[src/sv/ssas_pkg.sv]
// ============================================================================
// ssas_pkg - shared types and constants
// Item layouts, operation codes and controller/datapath command and status
// for the sorted scored attribute set.
// ============================================================================
package ssas_pkg;

    // Fixed field widths
    localparam int ID_W     = 16;
    localparam int WEIGHT_W = 16;
    localparam int SCORE_W  = 24;
    localparam int COUNT_W  = 6;

    // A matched term scores its stored weight times two
    localparam int MATCH_SHIFT = 1;
    localparam int SC_W        = WEIGHT_W + MATCH_SHIFT;

    localparam logic [WEIGHT_W-1:0] WEIGHT_MAX     = '1;
    localparam logic [SCORE_W-1:0]  SCORE_MAX      = '1;
    localparam logic [ID_W-1:0]     WILDCARD_RESET = 16'd1;

    // Item kinds
    localparam logic [1:0] KIND_ADD    = 2'd0;
    localparam logic [1:0] KIND_REMOVE = 2'd1;
    localparam logic [1:0] KIND_LOOKUP = 2'd2;
    localparam logic [1:0] KIND_SCORE  = 2'd3;

    // Datapath commands
    typedef logic [3:0] op_t;
    localparam op_t CMD_NONE   = 4'd0;
    localparam op_t CMD_START  = 4'd1;
    localparam op_t CMD_SCAN   = 4'd2;
    localparam op_t CMD_DECIDE = 4'd3;
    localparam op_t CMD_SHUP   = 4'd4;
    localparam op_t CMD_SHDN   = 4'd5;
    localparam op_t CMD_DRAIN  = 4'd6;
    localparam op_t CMD_PUTNEW = 4'd7;
    localparam op_t CMD_LOAD   = 4'd8;

    // Follow-up action decided for an item
    typedef logic [1:0] act_t;
    localparam act_t ACT_NONE = 2'd0;
    localparam act_t ACT_UP   = 2'd1;
    localparam act_t ACT_DN   = 2'd2;
    localparam act_t ACT_PUT  = 2'd3;

    typedef struct packed {
        logic [1:0]          kind;
        logic [ID_W-1:0]     attr_id;
        logic [WEIGHT_W-1:0] weight;
        logic                last_term;
    } in_item_t;

    typedef struct packed {
        logic                ok;
        logic                found;
        logic [WEIGHT_W-1:0] entry_weight;
        logic [SCORE_W-1:0]  total_score;
        logic [COUNT_W-1:0]  entry_count;
        logic                done_res;
    } out_item_t;

    typedef struct packed {
        op_t op;
    } cmd_t;

    typedef struct packed {
        logic fill_zero;
        logic scan_done;
        act_t act;
        logic shift_last;
        logic shift_up;
        logic out_free;
    } sts_t;

endpackage

[src/sv/ssas_in_if.sv]
// ============================================================================
// ssas_in_if - input item channel
// Valid/ready channel carrying one request beat.
// ============================================================================
interface ssas_in_if
    import ssas_pkg::*;
();
    logic     valid;
    logic     ready;
    in_item_t data;

    modport source (output valid, output data, input ready);
    modport sink   (input valid, input data, output ready);
endinterface

[src/sv/ssas_out_if.sv]
// ============================================================================
// ssas_out_if - result item channel
// Valid/ready channel carrying one result beat.
// ============================================================================
interface ssas_out_if
    import ssas_pkg::*;
();
    logic      valid;
    logic      ready;
    out_item_t data;

    modport source (output valid, output data, input ready);
    modport sink   (input valid, input data, output ready);
endinterface

[src/sv/ssas_ctrl.sv]
// ============================================================================
// ssas_ctrl - sequencer
// Steps one item through scan, decide, shift, insert and result load.
// ============================================================================
module ssas_ctrl
    import ssas_pkg::*;
(
    input  logic clk,
    input  logic rst_n,
    input  logic in_valid,
    output logic in_ready,
    input  sts_t sts,
    output cmd_t cmd
);

    localparam logic [2:0] ST_IDLE   = 3'd0;
    localparam logic [2:0] ST_SCAN   = 3'd1;
    localparam logic [2:0] ST_DECIDE = 3'd2;
    localparam logic [2:0] ST_SHUP   = 3'd3;
    localparam logic [2:0] ST_SHDN   = 3'd4;
    localparam logic [2:0] ST_DRAIN  = 3'd5;
    localparam logic [2:0] ST_PUTNEW = 3'd6;
    localparam logic [2:0] ST_RESULT = 3'd7;

    logic [2:0] state_reg;
    logic [2:0] state_next;

    assign in_ready = (state_reg == ST_IDLE);

    // Next state and command
    always_comb
    begin
        state_next = state_reg;
        cmd.op     = CMD_NONE;
        case (state_reg)
            ST_IDLE:
            begin
                if (in_valid)
                begin
                    cmd.op     = CMD_START;
                    state_next = sts.fill_zero ? ST_DECIDE : ST_SCAN;
                end
            end
            ST_SCAN:
            begin
                cmd.op = CMD_SCAN;
                if (sts.scan_done)
                    state_next = ST_DECIDE;
            end
            ST_DECIDE:
            begin
                cmd.op = CMD_DECIDE;
                case (sts.act)
                    ACT_UP:  state_next = ST_SHUP;
                    ACT_DN:  state_next = ST_SHDN;
                    ACT_PUT: state_next = ST_PUTNEW;
                    default: state_next = ST_RESULT;
                endcase
            end
            ST_SHUP:
            begin
                cmd.op = CMD_SHUP;
                if (sts.shift_last)
                    state_next = ST_DRAIN;
            end
            ST_SHDN:
            begin
                cmd.op = CMD_SHDN;
                if (sts.shift_last)
                    state_next = ST_DRAIN;
            end
            ST_DRAIN:
            begin
                cmd.op     = CMD_DRAIN;
                state_next = sts.shift_up ? ST_PUTNEW : ST_RESULT;
            end
            ST_PUTNEW:
            begin
                cmd.op     = CMD_PUTNEW;
                state_next = ST_RESULT;
            end
            ST_RESULT:
            begin
                if (sts.out_free)
                begin
                    cmd.op     = CMD_LOAD;
                    state_next = ST_IDLE;
                end
            end
            default:
            begin
                state_next = ST_IDLE;
            end
        endcase
    end

    always_ff @(posedge clk or negedge rst_n)
    begin
        if (!rst_n)
            state_reg <= ST_IDLE;
        else
            state_reg <= state_next;
    end

endmodule

[src/sv/ssas_dp.sv]
// ============================================================================
// ssas_dp - datapath
// Entry memory, scan compare, shift pipeline, weight and score arithmetic,
// wildcard register and result register.
// ============================================================================
module ssas_dp
    import ssas_pkg::*;
#(
    parameter int CAPACITY  = 32,
    parameter int ATTR_BITS = 16
)
(
    input  logic            clk,
    input  logic            rst_n,
    input  logic            cfg_we,
    input  logic [ID_W-1:0] cfg_wdata,
    input  in_item_t        in_item,
    output out_item_t       out_item,
    output logic            out_valid,
    input  logic            out_ready,
    input  cmd_t            cmd,
    output sts_t            sts
);

    localparam int KEY_W = (ATTR_BITS < ID_W) ? ATTR_BITS : ID_W;
    localparam int ENT_W = KEY_W + WEIGHT_W;
    localparam int AW    = (CAPACITY > 1) ? $clog2(CAPACITY) : 1;
    localparam int CNT_W = $clog2(CAPACITY + 1);

    // Entry memory: {id, weight}, sorted by id
    logic [ENT_W-1:0] ent_mem [CAPACITY];
    logic [ENT_W-1:0] rd_data_reg;
    logic             rd_en;
    logic [AW-1:0]    rd_addr;
    logic             wr_en;
    logic [AW-1:0]    wr_addr;
    logic [ENT_W-1:0] wr_data;

    // Control state
    logic [ID_W-1:0]    wild_reg;
    logic [CNT_W-1:0]   fill_reg;
    logic [SCORE_W-1:0] run_reg;
    logic               failed_reg;
    logic               sh_vld_reg;
    logic               out_vld_reg;

    // Item and working registers
    logic [1:0]          kind_reg;
    logic [KEY_W-1:0]    key_reg;
    logic [WEIGHT_W-1:0] wt_reg;
    logic                last_reg;
    logic [CNT_W-1:0]    idx_reg;
    logic                hit_reg;
    logic [WEIGHT_W-1:0] hw_reg;
    logic [AW-1:0]       ptr_reg;
    logic [AW-1:0]       end_reg;
    logic                dir_up_reg;
    logic [AW-1:0]       sh_addr_reg;
    logic                res_ok_reg;
    logic                res_found_reg;
    logic [WEIGHT_W-1:0] res_wout_reg;
    logic [SCORE_W-1:0]  res_total_reg;
    logic                res_done_reg;
    out_item_t           out_reg;

    // Decide-step values
    logic [KEY_W-1:0]    rd_id;
    logic [WEIGHT_W-1:0] rd_wt;
    logic                id_ge;
    logic                is_add;
    logic                real_add;
    logic                full;
    logic                ins;
    logic                more_after;
    logic [WEIGHT_W:0]   wsum;
    logic [WEIGHT_W-1:0] wsat;
    logic [WEIGHT_W-1:0] hit_wt;
    logic [WEIGHT_W-1:0] wout;
    act_t                act;
    logic [SC_W-1:0]     sc;
    logic [SCORE_W:0]    ssum;
    logic [SCORE_W-1:0]  run_next;
    logic                failed_next;
    logic [SCORE_W-1:0]  total_next;

    // Scan compare on the entry just read
    assign rd_id = rd_data_reg[ENT_W-1:WEIGHT_W];
    assign rd_wt = rd_data_reg[WEIGHT_W-1:0];
    assign id_ge = (rd_id >= key_reg);

    // Outcome of the located item
    always_comb
    begin
        is_add     = (kind_reg == KIND_ADD);
        real_add   = is_add && (key_reg != '0) && (wt_reg != '0);
        full       = (fill_reg == CNT_W'(CAPACITY));
        ins        = real_add && !hit_reg && !full;
        more_after = (({1'b0, idx_reg} + 1'b1) < {1'b0, fill_reg});
        wsum       = {1'b0, hw_reg} + {1'b0, wt_reg};
        wsat       = wsum[WEIGHT_W] ? WEIGHT_MAX : wsum[WEIGHT_W-1:0];
        hit_wt     = hit_reg ? hw_reg : '0;

        act = ACT_NONE;
        if (ins)
            act = (idx_reg < fill_reg) ? ACT_UP : ACT_PUT;
        else if ((kind_reg == KIND_REMOVE) && hit_reg && more_after)
            act = ACT_DN;

        wout = hit_wt;
        if (real_add)
        begin
            if (hit_reg)
                wout = wsat;
            else if (full)
                wout = '0;
            else
                wout = wt_reg;
        end
        else if (kind_reg == KIND_REMOVE)
        begin
            wout = '0;
        end

        // Term score: wildcard takes its own weight, a match twice the stored one
        if (fill_reg == '0)
            sc = '0;
        else if (key_reg == wild_reg[KEY_W-1:0])
            sc = SC_W'(wt_reg);
        else if (hit_reg)
            sc = SC_W'(hw_reg) << MATCH_SHIFT;
        else
            sc = '0;

        ssum = {1'b0, run_reg} + (SCORE_W + 1)'(sc);
        if (sc == '0)
        begin
            failed_next = 1'b1;
            run_next    = '0;
        end
        else if (!failed_reg)
        begin
            failed_next = 1'b0;
            run_next    = ssum[SCORE_W] ? SCORE_MAX : ssum[SCORE_W-1:0];
        end
        else
        begin
            failed_next = 1'b1;
            run_next    = run_reg;
        end
        total_next = failed_next ? '0 : run_next;
    end

    // Memory port selection
    always_comb
    begin
        rd_en   = 1'b0;
        rd_addr = '0;
        wr_en   = 1'b0;
        wr_addr = idx_reg[AW-1:0];
        wr_data = {key_reg, wt_reg};
        case (cmd.op)
            CMD_START:
            begin
                rd_en = 1'b1;
            end
            CMD_SCAN:
            begin
                rd_en   = 1'b1;
                rd_addr = AW'(idx_reg + 1'b1);
            end
            CMD_DECIDE:
            begin
                if (real_add && hit_reg)
                begin
                    wr_en   = 1'b1;
                    wr_data = {key_reg, wsat};
                end
            end
            CMD_SHUP, CMD_SHDN, CMD_DRAIN:
            begin
                rd_en   = (cmd.op != CMD_DRAIN);
                rd_addr = ptr_reg;
                if (sh_vld_reg)
                begin
                    wr_en   = 1'b1;
                    wr_addr = dir_up_reg ? (sh_addr_reg + AW'(1)) : (sh_addr_reg - AW'(1));
                    wr_data = rd_data_reg;
                end
            end
            CMD_PUTNEW:
            begin
                wr_en = 1'b1;
            end
            default:
            begin
            end
        endcase
    end

    always_ff @(posedge clk)
    begin
        if (wr_en)
            ent_mem[wr_addr] <= wr_data;
        if (rd_en)
            rd_data_reg <= ent_mem[rd_addr];
    end

    // Status to the sequencer
    always_comb
    begin
        sts.fill_zero  = (fill_reg == '0);
        sts.scan_done  = id_ge || (CNT_W'(idx_reg + 1'b1) == fill_reg);
        sts.act        = act;
        sts.shift_last = (ptr_reg == end_reg);
        sts.shift_up   = dir_up_reg;
        sts.out_free   = !out_vld_reg || out_ready;
    end

    // Control registers
    always_ff @(posedge clk or negedge rst_n)
    begin
        if (!rst_n)
        begin
            wild_reg    <= WILDCARD_RESET;
            fill_reg    <= '0;
            run_reg     <= '0;
            failed_reg  <= 1'b0;
            sh_vld_reg  <= 1'b0;
            out_vld_reg <= 1'b0;
        end
        else
        begin
            if (cfg_we)
                wild_reg <= cfg_wdata;

            if (cmd.op == CMD_DECIDE)
            begin
                if (ins)
                    fill_reg <= fill_reg + 1'b1;
                else if ((kind_reg == KIND_REMOVE) && hit_reg)
                    fill_reg <= fill_reg - 1'b1;

                if (kind_reg == KIND_SCORE)
                begin
                    run_reg    <= last_reg ? '0 : run_next;
                    failed_reg <= last_reg ? 1'b0 : failed_next;
                end
            end

            // Shift pipeline: one read in flight, written back in the next cycle
            if ((cmd.op == CMD_SHUP) || (cmd.op == CMD_SHDN))
                sh_vld_reg <= 1'b1;
            else if (cmd.op == CMD_DRAIN)
                sh_vld_reg <= 1'b0;

            if (cmd.op == CMD_LOAD)
                out_vld_reg <= 1'b1;
            else if (out_ready)
                out_vld_reg <= 1'b0;
        end
    end

    // Item, scan and result registers
    always_ff @(posedge clk)
    begin
        case (cmd.op)
            CMD_START:
            begin
                kind_reg <= in_item.kind;
                key_reg  <= in_item.attr_id[KEY_W-1:0];
                wt_reg   <= in_item.weight;
                last_reg <= in_item.last_term;
                idx_reg  <= '0;
                hit_reg  <= 1'b0;
                hw_reg   <= '0;
            end
            CMD_SCAN:
            begin
                if (id_ge)
                begin
                    hit_reg <= (rd_id == key_reg);
                    hw_reg  <= rd_wt;
                end
                else
                begin
                    idx_reg <= idx_reg + 1'b1;
                end
            end
            CMD_DECIDE:
            begin
                res_ok_reg    <= !(real_add && !hit_reg && full);
                res_found_reg <= hit_reg;
                res_wout_reg  <= wout;
                res_total_reg <= (kind_reg == KIND_SCORE) ? total_next : '0;
                res_done_reg  <= (kind_reg == KIND_SCORE) && last_reg;
                if (act == ACT_DN)
                begin
                    dir_up_reg <= 1'b0;
                    ptr_reg    <= AW'(idx_reg + 1'b1);
                    end_reg    <= AW'(fill_reg - 1'b1);
                end
                else
                begin
                    dir_up_reg <= (act == ACT_UP);
                    ptr_reg    <= AW'(fill_reg - 1'b1);
                    end_reg    <= idx_reg[AW-1:0];
                end
            end
            CMD_SHUP:
            begin
                sh_addr_reg <= ptr_reg;
                ptr_reg     <= ptr_reg - AW'(1);
            end
            CMD_SHDN:
            begin
                sh_addr_reg <= ptr_reg;
                ptr_reg     <= ptr_reg + AW'(1);
            end
            CMD_LOAD:
            begin
                out_reg.ok           <= res_ok_reg;
                out_reg.found        <= res_found_reg;
                out_reg.entry_weight <= res_wout_reg;
                out_reg.total_score  <= res_total_reg;
                out_reg.entry_count  <= COUNT_W'(fill_reg);
                out_reg.done_res     <= res_done_reg;
            end
            default:
            begin
            end
        endcase
    end

    assign out_item  = out_reg;
    assign out_valid = out_vld_reg;

    // Checks
    a_fill_bound: assert property (@(posedge clk) disable iff (!rst_n)
        fill_reg <= CNT_W'(CAPACITY))
        else $error("fill count above capacity");

    a_load_shows: assert property (@(posedge clk) disable iff (!rst_n)
        (cmd.op == CMD_LOAD) |=> out_vld_reg)
        else $error("loaded result not presented");

    a_shift_pending: assert property (@(posedge clk) disable iff (!rst_n)
        sh_vld_reg |-> ((cmd.op == CMD_SHUP) || (cmd.op == CMD_SHDN) ||
                        (cmd.op == CMD_DRAIN)))
        else $error("pending shift write dropped");

    a_insert_grows: assert property (@(posedge clk) disable iff (!rst_n)
        ((cmd.op == CMD_DECIDE) && (act == ACT_UP || act == ACT_PUT)) |=>
        (fill_reg == CNT_W'($past(fill_reg) + 1'b1)))
        else $error("insert did not grow the set");

endmodule

[src/sv/sorted_scored_attribute_set_core.sv]
// Throughput: one item at a time; the entry memory moves one entry per cycle for the
//   ordered scan and for the shift that opens or closes a gap.
// Reset: asynchronous, active low; empties the set, clears the query, wildcard id = 1.
// ============================================================================
// sorted_scored_attribute_set_core - top level
// Sorted (id, weight) set with add, remove, lookup and query scoring.
// ============================================================================
module sorted_scored_attribute_set_core
    import ssas_pkg::*;
#(
    parameter int CAPACITY  = 32,
    parameter int ATTR_BITS = 16
)
(
    input  logic            clk,
    input  logic            rst_n,
    input  logic            cfg_we,
    input  logic [ID_W-1:0] cfg_wdata,
    ssas_in_if.sink         req,
    ssas_out_if.source      rsp
);

    cmd_t cmd;
    sts_t sts;
    logic in_ready;

    assign req.ready = in_ready;

    ssas_ctrl u_ctrl (
        .clk      (clk),
        .rst_n    (rst_n),
        .in_valid (req.valid),
        .in_ready (in_ready),
        .sts      (sts),
        .cmd      (cmd)
    );

    ssas_dp #(
        .CAPACITY  (CAPACITY),
        .ATTR_BITS (ATTR_BITS)
    ) u_dp (
        .clk       (clk),
        .rst_n     (rst_n),
        .cfg_we    (cfg_we),
        .cfg_wdata (cfg_wdata),
        .in_item   (req.data),
        .out_item  (rsp.data),
        .out_valid (rsp.valid),
        .out_ready (rsp.ready),
        .cmd       (cmd),
        .sts       (sts)
    );

endmodule
[src/flat_wrapper.sv]
// flat-port wrapper written by rule: the top's interface ports become plain ports
module sorted_scored_attribute_set_core_flat import ssas_pkg::*;
#(
    parameter int CAPACITY  = 32,
    parameter int ATTR_BITS = 16
)
  (clk, rst_n, cfg_we, cfg_wdata, req_valid, req_data, req_ready, rsp_valid, rsp_data, rsp_ready);
  ssas_in_if req_i ();
  ssas_out_if rsp_i ();
  input  logic clk;
  input  logic rst_n;
  input  logic cfg_we;
  input  logic [ID_W-1:0] cfg_wdata;
  input wire logic [$bits(req_i.valid)-1:0] req_valid;
  input wire logic [$bits(req_i.data)-1:0] req_data;
  output wire logic [$bits(req_i.ready)-1:0] req_ready;
  output wire logic [$bits(rsp_i.valid)-1:0] rsp_valid;
  output wire logic [$bits(rsp_i.data)-1:0] rsp_data;
  input wire logic [$bits(rsp_i.ready)-1:0] rsp_ready;
  assign req_i.valid = req_valid;
  assign req_i.data = req_data;
  assign req_ready = req_i.ready;
  assign rsp_valid = rsp_i.valid;
  assign rsp_data = rsp_i.data;
  assign rsp_i.ready = rsp_ready;
  sorted_scored_attribute_set_core #(.CAPACITY(CAPACITY), .ATTR_BITS(ATTR_BITS)) u_core (.clk(clk), .rst_n(rst_n), .cfg_we(cfg_we), .cfg_wdata(cfg_wdata), .req(req_i), .rsp(rsp_i));
endmodule
[config.mk]
export PLATFORM = sky130hd
export DESIGN_NAME = sorted_scored_attribute_set_core_flat
export DESIGN_NICKNAME = d
export VERILOG_FILES = /design/src/sv/ssas_pkg.sv /design/src/sv/ssas_in_if.sv /design/src/sv/ssas_out_if.sv /design/src/sv/ssas_ctrl.sv /design/src/sv/ssas_dp.sv /design/src/sv/sorted_scored_attribute_set_core.sv /design/src/flat_wrapper.sv
export SDC_FILE = /design/constraint.sdc
export NUM_CORES = 1
export LEC_CHECK = 0
export BUFFER_PORTS_ARGS = -buffer_cell sky130_fd_sc_hd__buf_2
export CAP_MARGIN = 20
export CORE_MARGIN = 5
export CORE_UTILIZATION = 55
export CTS_CLUSTER_DIAMETER = 30
export CTS_CLUSTER_SIZE = 28
export DETAILED_ROUTE_END_ITERATION = 8
export PLACE_DENSITY = 0.75
export SETUP_SLACK_MARGIN = 0.3
export SLEW_MARGIN = 20
export SYNTH_ARGS = -nofsm -noshare
export SYNTH_HDL_FRONTEND = slang
export SYNTH_SLANG_ARGS = --single-unit
[constraint.sdc]
create_clock -name clk -period 4.05 [get_ports clk]
set_clock_uncertainty 0.2 [all_clocks]
set_input_delay 0.81 -clock clk [delete_from_list [all_inputs] [get_ports clk]]
set_output_delay 0.81 -clock clk [all_outputs]
set_load 0.03 [all_outputs]
* Word-level counts from Yosys, hierarchy flattened
Memories as Yosys holds them, arrays and structs flattened. A register that Yosys moved wholly into a read port is not among the register bits.
Index checks and enable logic that the tools add are counted.
** Storage, ports and cells
- Bits in registers :: 218
- Memory bits (writable) :: 1024
- Input port bits :: 56
- Output and inout port bits :: 51
- Logic and storage cells :: 171
- Memories kept :: 1
** Operators by class
- $add $sub $neg :: 10
- $lt $le $gt $ge :: 3
- Eq/ne operators :: 32
- Mux-type cells :: 58
- Bitwise operators :: 1
- Reductions and logical operators :: 37
** Memory list
- u_core.u_dp.ent_mem :: depth 32, width 32, read ports 1, clocked after memory_dff 1, write ports 1, line ssas_dp.sv:31 : logic [ENT_W-1:0] ent_mem [CAPACITY];
** Operator list (count)
- two-way mux 16 bit :: 8
- two-way mux 24 bit :: 4
- case mux 32 bit (2 select lines) :: 1
- two-way mux 17 bit :: 3
- == test 16 bit :: 2
- two-way mux 32 bit :: 1
- case mux 16 bit (2 select lines) :: 1
- case mux 4 bit (8 select lines) :: 1
- nonzero test 16 bit :: 2
- adder 24 x 17 -> 25 bit :: 1
- two-way mux 5 bit :: 5
- case mux 3 bit (7 select lines) :: 1
- two-way mux 6 bit :: 3
- adder 16 x 16 -> 17 bit :: 1
- logical NOT 17 bit :: 1
- == test 4 x 3 -> 1 bit (second input constant) :: 4
- >= comparator 16 bit :: 1
- case mux 5 bit (3 select lines) :: 1
- two-way mux 1 bit :: 14
- adder 6 x 1 -> 6 bit (second input constant) :: 2
- == test 3 bit (second input constant) :: 4
- two-way mux 3 bit :: 4
- case mux 6 bit (2 select lines) :: 1
- adder 5 x 1 -> 5 bit (second input constant) :: 2
- 37 further kinds :: 73

* Depth between registers and ports, before layout
- Depth in word-level cells :: 9
- Mapped depth :: 17
- Mapped depth without buffers :: 15

* Cells and area by module
A second synthesis with hierarchy kept.
** Unflattened totals
- Cell total of the unflattened synthesis :: 4102
- Area total of the unflattened synthesis :: 54345.9 µm²
** Modules (own cells, without submodules)
- ssas_dp :: instances 1, cells an instance 4064, area an instance 53990.5 µm²
- ssas_ctrl :: instances 1, cells an instance 38, area an instance 355.3 µm²

* Worst setup path after synthesis
OpenSTA, ideal clock, no wires.
- Kind :: reg2reg
- Start :: register u_core.u_dp.wt_reg[0]
- End :: memory u_core.u_dp.ent_mem[0][12] in the netlist's numbering, data pin
- Arrival time :: 3459 ps
- Data required time :: 3395 ps
- Setup slack :: -63 ps
- Stages on the path, launching flop included :: 12
- Period minus slack after synthesis :: 4113 ps
- Cell sequence :: edfxtp_1 -> ha_1 -> inv_1 -> fa_1 -> nor2b_1 -> o31a_1 -> o211ai_1 -> o21ai_0 -> a211o_1 -> clkbuf_1 -> nor2_1 -> o21ai_0
** On the way
- Cells in the longest elaborated chain, start to end :: 5
- Elaborated cells between the ends (all ways) :: 7
- Those cells by class :: add/sub (1); mux (3); reduce/logical (3)
** Ends and longest elaborated chain
- start, declared :: line ssas_dp.sv:50 : logic [WEIGHT_W-1:0] wt_reg;
- start signal, assigned :: line ssas_dp.sv:271 : wt_reg <= in_item.weight;
- parallel branches: the longest is 3 deep, another holds adder 16 x 16 -> 17 bit
- two-way mux 16 bit * :: line ssas_dp.sv:173 : if (real_add && hit_reg)
- case mux 32 bit (2 select lines) * :: line ssas_dp.sv:161 : case (cmd.op)
- net u_core.u_dp.wr_data[12] :: line ssas_dp.sv:37 : logic [ENT_W-1:0] wr_data;
- end, declared :: line ssas_dp.sv:31
Mark *: on every way through the listed nets, which the timed path passes.

* Worst setup path in the final report
- Start :: register u_core.u_dp.key_reg[3]
- End :: register u_core.u_dp.res_total_reg[22], data pin
** On the way
- Cells in the longest elaborated chain, start to end :: 7
- Elaborated cells between the ends (all ways) :: 10
- Those cells by class :: add/sub (1); eq/ne (1); mux (6); reduce/logical (2)
** Ends and longest elaborated chain
- start, declared :: line ssas_dp.sv:49 : logic [KEY_W-1:0] key_reg;
- start signal, assigned :: line ssas_dp.sv:270 : key_reg <= in_item.attr_id[KEY_W-1:0];
- == test 16 bit * :: line ssas_dp.sv:127 : else if (key_reg == wild_reg[KEY_W-1:0])
- two-way mux 17 bit * :: line ssas_dp.sv:127
- two-way mux 17 bit * :: line ssas_dp.sv:125 : if (fill_reg == '0)
- adder 24 x 17 -> 25 bit :: line ssas_dp.sv:134 : ssum = {1'b0, run_reg} + (SCORE_W + 1)'(sc);
- two-way mux 24 bit :: line ssas_dp.sv:143 : run_next = ssum[SCORE_W] ? SCORE_MAX : ssum[SCORE_W-1:0];
- two-way mux 24 bit :: line ssas_dp.sv:140 : else if (!failed_reg)
- two-way mux 24 bit :: line ssas_dp.sv:135 : if (sc == '0)
- end signal, assigned :: line ssas_dp.sv:294 : res_total_reg <= (kind_reg == KIND_SCORE) ? total_next : '0;
- end, declared :: line ssas_dp.sv:62 : logic [SCORE_W-1:0] res_total_reg;
Every way passes the cells marked *; elsewhere a longest branch is shown, timed or not.
A chain may end at the register's enable or synchronous reset.

==> impl_results.md <==
- Register area: 38000 um^2
- Asr flop ratio synth: 4.082%
- Largest net degree at the start of global routing: 117
- Gr usage total: 28.28%
- Worst path buffer plus inverter count: 2
- Die height: 324.1 um
- Initial antenna violation count: 1
- Placed inst area: 58160 um^2
- Vias in the first global route: 36210
- Hpwl dp: 87440 um
- Setup crit end kind: flop
- Final WL: 151200 um
- Port Buffers: 106
- TritonCTS clock tree: done
- Synth Register Bits: 1274
- Simple-gate portion of the synthesized area: 10.47%
- ANT cells: 0
- Pre-CTS setup slack: -0.02570 ns
- Total power: 57.84 mW
- Setup-failing EPs final: 0
- TritonCTS Sinks: 1274
- Die footprint: 105000 um^2
- Vias: 37240
- Congestion Overflow GR: 0
- EDFF count, synth: 1222
- Hold crit path type: in2reg
- Post-route DRC: 0
- Layout area overhead: 22.96%
- GPL Wtd Cong: 0.9354
- Drt first pass iters: 6
- CTS Buf Count: 206
- Synthesized area: 54250 um^2
- Die Wd: 324.1 um
- Htree depth: 4
- Adder-Cell Fraction of Synth Area: 1.762%
- Final instance area: 66710 um^2
- Latest clock arrival within the worst-skew pair: 0.78 ns
- Slowest CP cell: edfxtp_1
- Rel. slew slack: 30.75%
- FP Rows: 115
- Critical Path RT: 4.38 ns
- Multiplexer share of the synthesized area: 0.6158%
- Layout Nets: 4542
- Final Critical Period: 3.969 ns
- Crit path DAT: 4.30 ns
- Max-slew violation count: 0
- First-pass GRT wire length: 223700 um
- DRT iter0 DRCs: 4871
- Fin Setup TNS: 0 ns
- Share of cells above drive strength 1: 20.57%
- Sequential-to-total area share from yosys stat: 70.04%
- Wire per inst: 25.72 um
- Syn_nets: 4156
- Max cap viols: 0
- Clk slew on worst S/H paths: 0.06 ns
- Yosys warning total: 0
- Initial Util: 55.28%
- Critical Setup Path Class: reg2reg
- Multi-input gate area: 15680 um^2
- Measured slew at the worst slew-check pin: 1.036 ns
- Status: finished clean
- Fill cells: 6320
- Max incr delay on CP: 0.41 ns
- Delay-heaviest family, CP: simple AND/OR/NAND/NOR gates
- Leakage: 23.38 nW
- Post-Synthesis Cells: 4026
- Largest vdd supply drop: 0.0005806 V
- Avg Synthesized Cell Area: 13.48 um^2
- CTS root buf: clkbuf_16
- CORE AREA: 98130 um^2
- Type of origin of the critical path: flop
- Routed Antenna Nets: 0
- Final WS setup: 0.08064 ns
- Synth Area in Compound Gates: 13.26%
- Largest family of logic cells by synthesized area: compound AO/OA/AOI/OAI gates
- Via/cell ratio: 6.333
- CP cell instances: xor2_1, nor4_2, nand4_1, buf_6, buf_12, nor3b_4, ha_4, fa_2, a211oi_4, o21ai_2, nand4_1, o2111a_2, nor3b_2, and3_4, xor2_1, o21a_1
- RSZ-0062 raised after global routing: true
- Hold Violations, Final: 0
- Largest register FFs: 1024
- Clock Path Buffers: 3
- Final worst-path cycle share: 98.01%
- Synth Flop Type: edfxtp_1
- Hold slack final: 0.04525 ns
- Netlist cell types: 71
- CP max FO: 5
- XOR/XNOR Fraction of Synth Area: 1.065%
- Fmax: 0.2519 GHz
- Io pins: 107
- Pwr Density: 867.0 nW/um^2
-- report_power, final --
part	internal [mW]	switching [mW]	total, mW
Sequential	18.3	0.691	18.9
Combinational	6.79	14.3	21.0
Clock	11.4	6.48	17.9
-- metrics by stage --
step	util (%)	cells
after floorplan	-	4026
after detailed placement	59.27	5414
final	67.98	5880
after global placement	59.25	5413
after global routing	67.98	5880
after CTS	67.28	5849
-- timing repair --
item                                    4_1_cts  5_1_grt
gates cloned                                  5        2
hold endpoints to repair                     54        0
endpoints found under the setup margin      332      611
buffers inserted                             11       29
gates resized for setup                      40       88
pin swaps                                    28       31
hold buffers                                 30        0
-- metal layers --
layer | track usage (%) | routed length (um)
met1 | 37.70 | 56650
met2 | 45.58 | 72560
met3 | 5.784 | 15270
met4 | 12.64 | 6762
met5 | 0 | 13
-- path summary, 6_finish.rpt --
| path | cells past startpoint | slack (ns) | to | from |
|---|---|---|---|---|
| setup / recovery | 16 | 0.08 | u_core.u_dp.res_total_reg[22] | u_core.u_dp.key_reg[3] |
| hold / removal | 1 | 0.05 | u_core.u_dp.wt_reg[15] | req_data[16] |
| setup reg to reg | 16 | 0.08 | u_core.u_dp.res_total_reg[22] | u_core.u_dp.key_reg[3] |
| hold reg to reg | 0 | 0.21 | u_core.u_dp.out_item[46] | u_core.u_dp.res_wout_reg[15] |
| max in group asynchronous | 3 | 2.38 | u_core.u_dp.fill_reg[0] | rst_n |
| min in group asynchronous | 2 | 0.39 | u_core.u_dp.run_reg[13] | rst_n |
-- cell type report --
cell class              instances  area share, %
clock buffers                 238          8.044
clock inverters               151          2.825
inverters                      68         0.3826
flip-flops and latches       1274          56.96
multi-input cells            2422          23.51
well taps                    1287          2.414
repair buffers                440          5.865
-- placed cells by master, fill, tap and decap left out, drive strengths merged, types with 12 or more instances in the layout --
master,Yosys,layout
a211oi,357,357
a21o,52,52
a21oi,153,153
a22oi,17,17
a311oi,130,130
a31oi,150,150
and2,283,283
buf,111,408
bufinv,0,27
clkbuf,154,240
clkinv,1,83
clkinvlp,0,22
dfrtp,51,51
dlygate4sd3,0,30
edfxtp,1222,1222
ha,70,70
inv,67,87
mux2,19,19
mux2i,12,12
nand2,613,613
nand2b,14,14
nand3,21,21
nand4,13,13
nor2,140,143
nor2b,16,16
nor3,60,60
nor4,20,20
o21a,12,12
o21ai,88,88
xnor2,27,27
xor2,39,39
-- cells in the mapped netlist (8+ instances only) --
master	count	area [um^2]
a311oi_1	130	1139
and3_1	9	56.30
o21ai_1	18	90.09
inv_1	66	247.7
nand2_1	613	2301
a21oi_1	152	760.7
o21ai_0	70	350.3
o21a_1	12	90.09
o221ai_1	10	87.58
nand3_1	21	105.1
a22oi_1	16	120.1
and2_0	141	882.1
clkbuf_1	151	566.8
buf_6	19	214.0
or2_2	8	50.05
nand2b_1	14	87.58
or3_1	9	56.30
a21o_1	52	390.4
nor3_1	59	295.3
a31oi_1	150	938.4
and2_1	142	888.4
xor2_1	39	341.6
mux2_2	19	214.0
nor2b_1	16	100.1
nor2_1	140	525.5
ha_1	70	875.8
buf_2	81	405.4
dfrtp_1	51	1276
nor4_1	20	125.1
xnor2_1	27	236.5
nand4_1	13	81.33
a211oi_1	357	2680
mux2i_1	12	120.1
edfxtp_1	1222	36700
-- cell families after synthesis --
| group | after synthesis |
|---|---|
| flip-flops | 1274 |
| buffers and inverters | 333 |
| AND/OR/NAND/NOR | 1220 |
| multiplexers | 31 |
| adder cells (fa/ha/maj) | 74 |
| XOR/XNOR | 66 |
| AO/OA/AOI/OAI | 1028 |
Power figures use the tool's default switching activity.
